===== src/hw/rtl/dwabbr_pkg.sv =====
// Shared types, constants and the LEB128 step function for the abbreviation table parser.
// No dependencies; every other file in hw/rtl imports this package.
package dwabbr_pkg;

   localparam int MAX_ENTRIES         = 256;
   localparam int MAX_ATTRS_TOTAL     = 2048;
   localparam int MAX_ATTRS_PER_ENTRY = 32;

   localparam int ENTRY_IDX_W = $clog2(MAX_ENTRIES);
   localparam int ENTRY_CNT_W = $clog2(MAX_ENTRIES + 1);
   localparam int ATTR_IDX_W  = $clog2(MAX_ATTRS_TOTAL);
   localparam int ATTR_CNT_W  = $clog2(MAX_ATTRS_TOTAL + 1);
   localparam int PER_CNT_W   = $clog2(MAX_ATTRS_PER_ENTRY + 1);

   localparam logic [1:0] FUNC_BYTE   = 2'd0;
   localparam logic [1:0] FUNC_LOOKUP = 2'd1;
   localparam logic [1:0] FUNC_CLEAR  = 2'd2;

   localparam logic [2:0] KIND_ENTRY_DONE = 3'd0;
   localparam logic [2:0] KIND_TABLE_DONE = 3'd1;
   localparam logic [2:0] KIND_ATTR       = 3'd2;
   localparam logic [2:0] KIND_MISS       = 3'd3;
   localparam logic [2:0] KIND_LEB_OVF    = 3'd4;
   localparam logic [2:0] KIND_FULL       = 3'd5;
   localparam logic [2:0] KIND_TRUNC      = 3'd6;

   localparam logic [15:0] FORM_IMPLICIT_CONST = 16'h0021;
   localparam logic [7:0]  CHILDREN_YES        = 8'h01;

   localparam logic [6:0] LEB_W_CODE   = 7'd32;
   localparam logic [6:0] LEB_W_NARROW = 7'd16;
   localparam logic [6:0] LEB_W_WIDE   = 7'd64;

   typedef enum logic [1:0] {
      LEB_MORE,
      LEB_DONE,
      LEB_OVF
   } leb_stat_type;

   typedef struct packed {
      leb_stat_type stat;
      logic [63:0]  acc;
      logic [6:0]   shift;
   } leb_res_type;

   typedef struct packed {
      logic [15:0]           tag;
      logic                  children;
      logic [PER_CNT_W-1:0]  count;
      logic [ATTR_CNT_W-1:0] first;
   } info_type;

   typedef struct packed {
      logic                   en;
      logic [ENTRY_IDX_W-1:0] addr;
      logic [31:0]            code;
      info_type               info;
   } entry_wr_type;

   typedef struct packed {
      logic                  en;
      logic [ATTR_IDX_W-1:0] addr;
      logic [31:0]           pair;
      logic [63:0]           cval;
   } attr_wr_type;

   typedef struct packed {
      logic [2:0]         kind;
      logic [31:0]        entry_code;
      logic [15:0]        tag;
      logic               has_children;
      logic [5:0]         pair_count;
      logic               attr_valid;
      logic [15:0]        attr_name;
      logic [15:0]        attr_form;
      logic signed [63:0] implicit_value;
      logic [8:0]         entry_total;
      logic               last;
   } rsp_type;

   // One LEB128 byte: accumulate payload, check range, sign-extend at the end.
   function automatic leb_res_type leb_feed(logic [7:0] b, logic [6:0] sh,
                                            logic [63:0] acc_in, logic [6:0] width,
                                            logic sgn);
      leb_res_type r;
      logic [63:0] pl;
      logic [63:0] acc;
      logic        ovf;
      pl    = {57'd0, b[6:0]};
      acc   = (sh == 7'd0) ? 64'd0 : acc_in;
      ovf   = 1'b0;
      r.stat  = LEB_MORE;
      r.shift = 7'd0;
      if (sh >= 7'd63) begin
         if (b[7]) begin
            ovf = 1'b1;
         end else if (sgn) begin
            ovf = (b[6:0] != 7'h00) && (b[6:0] != 7'h7f);
         end else if ((b[6:0] > 7'd1) || (width < LEB_W_WIDE)) begin
            ovf = (b[6:0] != 7'h00);
         end
         acc[63] = acc[63] | b[0];
         r.stat  = ovf ? LEB_OVF : LEB_DONE;
      end else begin
         if (!sgn) begin
            if (sh >= width) begin
               ovf = (pl != 64'd0);
            end else begin
               ovf = (((pl << sh) >> width) != 64'd0);
            end
         end
         if (ovf) begin
            r.stat = LEB_OVF;
         end else begin
            acc = acc | (pl << sh);
            if (b[7]) begin
               r.stat  = LEB_MORE;
               r.shift = sh + 7'd7;
            end else begin
               if (sgn && b[6] && (({1'b0, sh} + 8'd7) < 8'd64)) begin
                  acc = acc | ({64{1'b1}} << (sh + 7'd7));
               end
               r.stat = LEB_DONE;
            end
         end
      end
      r.acc = acc;
      return r;
   endfunction

endpackage


===== src/hw/rtl/dwabbr_parser.sv =====
// Byte-at-a-time parser of the abbreviation section: LEB decode, entry and pair commit.
// Depends on dwabbr_pkg; drives the write ports of dwabbr_store and up to two results per byte.
module dwabbr_parser (
   input  logic                               clock,
   input  logic                               reset,
   input  logic                               step,
   input  logic                               clear,
   input  logic [7:0]                         data_byte,
   input  logic                               end_of_section,
   output dwabbr_pkg::rsp_type                res0,
   output dwabbr_pkg::rsp_type                res1,
   output logic [1:0]                         res_cnt,
   output dwabbr_pkg::entry_wr_type           entry_wr,
   output dwabbr_pkg::attr_wr_type            attr_wr,
   output logic [dwabbr_pkg::ENTRY_CNT_W-1:0] entries_stored
);
   import dwabbr_pkg::*;

   typedef enum logic [2:0] {
      PH_CODE, PH_TAG, PH_CHILD, PH_NAME, PH_FORM, PH_CONST, PH_DONE, PH_HALT
   } phase_type;

   phase_type             phase_ff, phase_in;
   logic [63:0]           acc_ff, acc_in;
   logic [6:0]            shift_ff, shift_in;
   logic [31:0]           code_ff, code_in;
   logic [15:0]           tag_ff, tag_in;
   logic                  child_ff, child_in;
   logic [PER_CNT_W-1:0]  count_ff, count_in;
   logic [15:0]           name_ff, name_in;
   logic [15:0]           form_ff, form_in;
   logic [ENTRY_CNT_W-1:0] entries_ff, entries_in;
   logic [ATTR_CNT_W-1:0] attrs_ff, attrs_in;

   leb_res_type lr;
   logic [6:0]  lw;
   logic        lsgn;
   logic        halted;
   logic        commit;
   logic [63:0] commit_val;
   rsp_type     r0, r1, hres;
   logic [1:0]  cnt;

   always_comb begin
      lw   = LEB_W_NARROW;
      lsgn = 1'b0;
      case (phase_ff)
         PH_CODE:  lw = LEB_W_CODE;
         PH_CONST: begin
            lw   = LEB_W_WIDE;
            lsgn = 1'b1;
         end
         default:  lw = LEB_W_NARROW;
      endcase
      lr = leb_feed(data_byte, shift_ff, acc_ff, lw, lsgn);
   end

   always_comb begin
      phase_in   = phase_ff;
      acc_in     = acc_ff;
      shift_in   = shift_ff;
      code_in    = code_ff;
      tag_in     = tag_ff;
      child_in   = child_ff;
      count_in   = count_ff;
      name_in    = name_ff;
      form_in    = form_ff;
      entries_in = entries_ff;
      attrs_in   = attrs_ff;
      halted     = 1'b0;
      commit     = 1'b0;
      commit_val = 64'd0;
      r0         = '0;
      r1         = '0;
      hres       = '0;
      cnt        = 2'd0;
      entry_wr   = '0;
      attr_wr    = '0;

      if (clear) begin
         phase_in   = PH_CODE;
         acc_in     = 64'd0;
         shift_in   = 7'd0;
         code_in    = 32'd0;
         tag_in     = 16'd0;
         child_in   = 1'b0;
         count_in   = '0;
         name_in    = 16'd0;
         form_in    = 16'd0;
         entries_in = '0;
         attrs_in   = '0;
      end else if (step && phase_ff != PH_DONE && phase_ff != PH_HALT) begin
         if (phase_ff != PH_CHILD && !(phase_ff == PH_CODE && shift_ff == 7'd0
                                        && data_byte == 8'h00)) begin
            acc_in   = lr.acc;
            shift_in = lr.shift;
         end
         case (phase_ff)
            PH_CODE: begin
               if (shift_ff == 7'd0 && data_byte == 8'h00) begin
                  r0.kind        = KIND_TABLE_DONE;
                  r0.entry_total = 9'(entries_ff);
                  cnt            = 2'd1;
                  phase_in       = PH_DONE;
               end else if (lr.stat == LEB_OVF) begin
                  halted    = 1'b1;
                  hres.kind = KIND_LEB_OVF;
               end else if (lr.stat == LEB_DONE) begin
                  if (entries_ff >= ENTRY_CNT_W'(MAX_ENTRIES)) begin
                     halted    = 1'b1;
                     hres.kind = KIND_FULL;
                  end else begin
                     code_in  = lr.acc[31:0];
                     phase_in = PH_TAG;
                  end
               end
            end
            PH_TAG: begin
               if (lr.stat == LEB_OVF) begin
                  halted    = 1'b1;
                  hres.kind = KIND_LEB_OVF;
               end else if (lr.stat == LEB_DONE) begin
                  tag_in   = lr.acc[15:0];
                  phase_in = PH_CHILD;
               end
            end
            PH_CHILD: begin
               child_in = (data_byte == CHILDREN_YES);
               count_in = '0;
               phase_in = PH_NAME;
            end
            PH_NAME: begin
               if (lr.stat == LEB_OVF) begin
                  halted    = 1'b1;
                  hres.kind = KIND_LEB_OVF;
               end else if (lr.stat == LEB_DONE) begin
                  name_in  = lr.acc[15:0];
                  phase_in = PH_FORM;
               end
            end
            PH_FORM: begin
               if (lr.stat == LEB_OVF) begin
                  halted    = 1'b1;
                  hres.kind = KIND_LEB_OVF;
               end else if (lr.stat == LEB_DONE) begin
                  form_in = lr.acc[15:0];
                  if (lr.acc[15:0] == FORM_IMPLICIT_CONST) begin
                     phase_in = PH_CONST;
                  end else if (name_ff == 16'd0 && lr.acc[15:0] == 16'd0) begin
                     entry_wr.en             = 1'b1;
                     entry_wr.addr           = entries_ff[ENTRY_IDX_W-1:0];
                     entry_wr.code           = code_ff;
                     entry_wr.info.tag       = tag_ff;
                     entry_wr.info.children  = child_ff;
                     entry_wr.info.count     = count_ff;
                     entry_wr.info.first     = attrs_ff - ATTR_CNT_W'(count_ff);
                     entries_in              = entries_ff + 1'b1;
                     r0.kind                 = KIND_ENTRY_DONE;
                     r0.entry_code           = code_ff;
                     r0.tag                  = tag_ff;
                     r0.has_children         = child_ff;
                     r0.pair_count           = 6'(count_ff);
                     r0.entry_total          = 9'(entries_in);
                     cnt                     = 2'd1;
                     phase_in                = PH_CODE;
                  end else begin
                     commit = 1'b1;
                  end
               end
            end
            PH_CONST: begin
               if (lr.stat == LEB_OVF) begin
                  halted    = 1'b1;
                  hres.kind = KIND_LEB_OVF;
               end else if (lr.stat == LEB_DONE) begin
                  commit     = 1'b1;
                  commit_val = lr.acc;
               end
            end
            default: begin
            end
         endcase

         if (commit) begin
            if (count_ff >= PER_CNT_W'(MAX_ATTRS_PER_ENTRY)
                || attrs_ff >= ATTR_CNT_W'(MAX_ATTRS_TOTAL)) begin
               halted    = 1'b1;
               hres.kind = KIND_FULL;
            end else begin
               attr_wr.en   = 1'b1;
               attr_wr.addr = attrs_ff[ATTR_IDX_W-1:0];
               attr_wr.pair = {name_ff, form_in};
               attr_wr.cval = commit_val;
               attrs_in     = attrs_ff + 1'b1;
               count_in     = count_ff + 1'b1;
               phase_in     = PH_NAME;
            end
         end

         if (halted) begin
            hres.entry_total = 9'(entries_ff);
            r0               = hres;
            cnt              = 2'd1;
            phase_in         = PH_HALT;
         end else if (end_of_section && phase_in != PH_DONE) begin
            // truncation follows any entry report from this byte
            hres.kind        = KIND_TRUNC;
            hres.entry_total = 9'(entries_in);
            if (cnt == 2'd1) begin
               r1 = hres;
            end else begin
               r0 = hres;
            end
            cnt      = cnt + 2'd1;
            phase_in = PH_HALT;
         end
      end
      res0    = r0;
      res1    = r1;
      res_cnt = cnt;
   end

   assign entries_stored = entries_ff;

   always_ff @(posedge clock) begin
      if (reset) begin
         phase_ff   <= PH_CODE;
         acc_ff     <= 64'd0;
         shift_ff   <= 7'd0;
         code_ff    <= 32'd0;
         tag_ff     <= 16'd0;
         child_ff   <= 1'b0;
         count_ff   <= '0;
         name_ff    <= 16'd0;
         form_ff    <= 16'd0;
         entries_ff <= '0;
         attrs_ff   <= '0;
      end else begin
         phase_ff   <= phase_in;
         acc_ff     <= acc_in;
         shift_ff   <= shift_in;
         code_ff    <= code_in;
         tag_ff     <= tag_in;
         child_ff   <= child_in;
         count_ff   <= count_in;
         name_ff    <= name_in;
         form_ff    <= form_in;
         entries_ff <= entries_in;
         attrs_ff   <= attrs_in;
      end
   end

endmodule


===== config.mk =====
export PLATFORM = sky130hd
export DESIGN_NAME = dwabbr_parser
export DESIGN_NICKNAME = d
export VERILOG_FILES = /design/src/hw/rtl/dwabbr_pkg.sv /design/src/hw/rtl/dwabbr_parser.sv
export SDC_FILE = /design/constraint.sdc
export NUM_CORES = 1
export LEC_CHECK = 0
export BUFFER_PORTS_ARGS = -buffer_cell sky130_fd_sc_hd__buf_2
export CAP_MARGIN = 15
export CORE_AREA = 2 2 209 211
export CTS_BUF_LIST = sky130_fd_sc_hd__clkbuf_4
export CTS_CLUSTER_SIZE = 12
export DETAILED_ROUTE_END_ITERATION = 6
export DIE_AREA = 0 0 211 213
export SYNTH_ARGS = -nofsm -noshare
export SYNTH_HDL_FRONTEND = slang
export SYNTH_SLANG_ARGS = --single-unit

===== constraint.sdc =====
create_clock -name clock -period 4.3 [get_ports clock]
set_input_delay 0.43 -clock clock [delete_from_list [all_inputs] [get_ports clock]]
set_output_delay 0.43 -clock clock [all_outputs]
set_load 0.05 [all_outputs]

==> results.md <==
* Weighted congestion reported at the end of routability-driven placement at 1.017
* Sw Share at 43.00%
* Yosys top cell area share at 24.67%
* Initial antenna violation count at 2
* Number of maximum-capacitance violations at 0
* Register-to-Register Path Depth at 17
* Effective utilization at floorplan at 34.59%
* RSZ-0062 raised after global routing: true
* Master cell of the clock root buffer: sky130_fd_sc_hd__clkbuf_4
* Internal power consumption at 2.506 mW
* Crit path max-delay family: simple AND/OR/NAND/NOR gates
* Headroom to the max-slew limit at between 40% and 50%
* Power share of the sequential group at about two fifths
* Yosys warning total at 0
* Biggest cell delay along the critical path at 0.42 ns
* Setup WS post-layout at -0.9026 ns
* Critical path type: flip-flop to primary output
* Via count of the first global-routing pass at 15478
* Minimum setup slack among reg-to-reg paths at 0.07 ns
* Total global routing overflow at 0
* Sequential fraction of the synthesis area at 24.67%
* Final Skew at 0.04321 ns
* Number of synthesized flops with an enable pin at 0
* Total vias in the final route at 16693
* Die height at 213 um
* Worst min-delay path class: input pin to flip-flop
* Top-level I/O count at 538
* Core footprint at 42700 um^2
* Pwr/cell area at roughly 190 nW/um^2
* Crit. End Element: primary output
* Async set-or-reset flop fraction in the synthesized netlist at 0%
* Average wire length per cell after detail routing at 20.55 um
* Number of synthesized register bits at between 150 and 200
* DRC violation count after routing at 0
* Post-route minimum period at 5.203 ns
* TritonCTS Buffers at 17
* Relative contribution of the clock network to total power at a little under a quarter
* Share of cells above drive strength 1 at between 40% and 50%
* Endpoint of the most critical register-to-register path: name_ff[3]
* Wire length of the first global-routing pass at approximately 94 mm
* Actual slew at the worst max-slew pin at roughly 0.8 ns
* Cell accounting for the most synthesized area: sky130_fd_sc_hd__dfxtp_1
* Final antenna-violating net count at 0
* Worst setup SP type: flip-flop
* Setup violators final at 264
* Clock-pin slew on the worst setup and hold paths at ~0.19 ns
* Filler Cell Count at 3970
* Worst-case hold path end point: phase_ff[2]
* Dominant register cell in the synthesized netlist: sky130_fd_sc_hd__dfxtp_1
* Crit path DAT at 4.77 ns
* Worst hold path depth at 3
* Area growth from synthesis to layout at 53.65%
* Pins Over Slew Limit at 0
* Routed wire length at around 64 mm
* Site row count at 76
* Routed via count divided by cell count at 5.337
* Final number of hold-violating endpoints at 0
* Max Fanout on Critical Path at 10
* Maximum number of pins on one net before global-route repair at 100
* PnR Total Power at 4.397 mW
* TritonCTS clock tree: done
* Port Buffer Count at 285
* Crit path max-delay cell type: sky130_fd_sc_hd__or3_4
* Req. time, crit path at 3.87 ns
* Total die area at around 45000 um^2
* Buf+Inv Stages, Crit Path at 8
* Clock H-tree levels at 4
* Mean instance size in the synthesized netlist at 7.330 um^2
* Number of distinct library cells after synthesis at 91
* Insertion delay of the later-clocked pin in the worst-skew pair at 0.66 ns
* Number of sinks driven by the clock tree at 182
* Outcome: complete, but fails checks
* NumNets Final at 2606
* Highest clock frequency the design can meet at 192.2 MHz
* Start of the worst register-to-register path: shift_ff[1]
* Total routing usage reported by global routing at 27.21%
* Detailed Route Iter0 Violations at between 1000 and 1500
* Final core occ at 53.15%
* Number of optimization iterations in the first detailed-route pass at 5
* Chip width at between 200 and 250 um
* Top area cells in the synthesized netlist: sky130_fd_sc_hd__dfxtp_1, sky130_fd_sc_hd__buf_4, sky130_fd_sc_hd__nor2_1
* Mapped Area at 14770 um^2
* Failing checks: negative setup slack
* Leakage component of the power at 9.316 nW
* Final cycle utilization of the critical path at 121.0%
* Source of the worst hold timing path: end_of_section
* CP Cell Sequence: buf_8, buf_12, nand2b_1, nor2_1, o31ai_2, buf_4, nand2_1, o311ai_2, o221ai_4, nor2b_4, and3_4, buf_4, a2111oi_4, or3_4, clkinv_4, nand3_4, buf_12, buf_16, nor2_4, buf_8
* Max rail drop VDD at roughly 0.13 mV
* Logic pwr share at 37.2%
* Max Root-Sink Buffers at 2
* NetSw at between 1.5 and 2 mW
* Post-Syn Instances at 2015
* Sum of net half-perimeters after detailed placement at 48.54 mm
* Hold buffers post-CTS at 0
[metrics by stage]
step                      setup TNS, ns  instance area, um^2  std cells  setup WS, ns  hold WS, ns
after CTS                       -194.65                22000       3116       -0.8335      0.03090
after floorplan                  -32.13                17090       2266       -0.3225       0.4449
final                           -211.32                22690       3128       -0.9026      0.09528
after detailed placement        -190.33                19750       3049       -0.8791       0.4797
after global placement          -186.48                19750       3049       -0.8447       0.4654
after global routing            -266.47                22690       3128        -1.148      0.07668
[timing repair]
action,in CTS,in global routing
setup buffers,32,9
gates resized for setup,475,147
endpoints found under the setup margin,341,286
pin swaps,42,39
gates cloned,4,4
[final cells by class]
type | instances | area, um^2 | area share [%]
Antenna cell | 2 | 5.005 | 0.02205
Clock buffer | 18 | 135.1 | 0.5954
Clock inverter | 14 | 140.1 | 0.6175
Inverter | 35 | 142.6 | 0.6285
Multi-Input combinational cell | 1630 | 11220 | 49.45
Sequential cell | 182 | 3657 | 16.12
Tap cell | 546 | 683.2 | 3.010
Timing Repair Buffer | 701 | 6709 | 29.56
[synthesized netlist by cell type (16+ instances only)]
cell,n
sky130_fd_sc_hd__nand3_1,41
sky130_fd_sc_hd__o22ai_1,32
sky130_fd_sc_hd__clkbuf_1,127
sky130_fd_sc_hd__nand2_1,83
sky130_fd_sc_hd__inv_1,30
sky130_fd_sc_hd__a22oi_1,64
sky130_fd_sc_hd__nand2b_1,23
sky130_fd_sc_hd__xnor2_1,25
sky130_fd_sc_hd__o21ai_0,53
sky130_fd_sc_hd__and2_1,34
sky130_fd_sc_hd__dfxtp_1,182
sky130_fd_sc_hd__a31oi_1,16
sky130_fd_sc_hd__a21oi_1,75
sky130_fd_sc_hd__ha_1,25
sky130_fd_sc_hd__a211oi_1,158
sky130_fd_sc_hd__buf_2,18
sky130_fd_sc_hd__nor3_1,31
sky130_fd_sc_hd__nor4_1,23
sky130_fd_sc_hd__and3_1,119
sky130_fd_sc_hd__nor2_1,347
sky130_fd_sc_hd__buf_4,256
[tightest hold or removal path: cells and delay by family]
family / cells / cell delay, ns
AO/OA/AOI/OAI: 1 / 0.15
buffers and inverters: 1 / 0.10
AND/OR/NAND/NOR: 1 / 0.05
[kinds of logic (layout without fill, tap and decap cells)]
family                     after synthesis  count (layout)  share of synthesized area (%)
and+or+nand+nor                        787             787                          26.07
muxes                                   20              20                          1.720
adders and majority gates               26              26                          2.253
AOI/OAI and AO/OA                      510             510                          24.52
other                                    1             254                        0.02539
DFF                                    182             182                          24.67
xor gates and xnor gates                35              35                          2.075
buffers and inverters                  454             768                          18.67
[power by group through the flow]
stage          Clock, mW  Combinational (mW)  Sequential [mW]
3_5_place_dp           0                1.45             1.78
5_1_grt             1.11                1.72             1.75
4_1_cts             1.05                1.55             1.75
2_1_floorplan          0                1.18             1.77
3_3_place_gp           0                1.44             1.78
6_report            1.01                1.64             1.75
[placed cells by master, fill, tap and decap left out, drive strengths merged, types with 42 or more instances in the layout]
cell	count
buf	694
nor2	347
conb	252
dfxtp	182
a211oi	158
and3	119
nand2	83
a21oi	75
a22oi	64
o21ai	54
nand3	42
[state kept, by name, summed over array words and instances (netlist names)]
| name | cells |
|---|---|
| phase_ff | 3 |
| attrs_ff | 12 |
| count_ff | 6 |
| code_ff | 32 |
| tag_ff | 16 |
| form_ff | 16 |
| child_ff | 1 |
| entries_stored | 9 |
| acc_ff | 64 |
| shift_ff | 7 |
| name_ff | 16 |
[how the worst max path moves through the flow]
stage,start,endpoint,cells past startpoint,slack (ns)
4_1_cts,shift_ff[0],res0[1],19,-0.83
6_report,shift_ff[0],attr_wr[37],20,-0.90
2_1_floorplan,shift_ff[1],attr_wr[17],18,-0.32
5_1_grt,shift_ff[0],attr_wr[34],19,-1.15
3_3_place_gp,data_byte[1],attr_wr[23],19,-0.84
3_5_place_dp,data_byte[1],res0[3],18,-0.88
[routing by layer]
metal / GRT usage [%] / vias up / wire length, um
met5: 0 / - / 0
met4: 8.451 / 0 / 1628
met1: 36.02 / 8120 / 27900
met2: 46.22 / 662 / 31660
li1: - / 7821 / -
met3: 3.236 / 90 / 3089
Power figures use the tool's default switching activity.
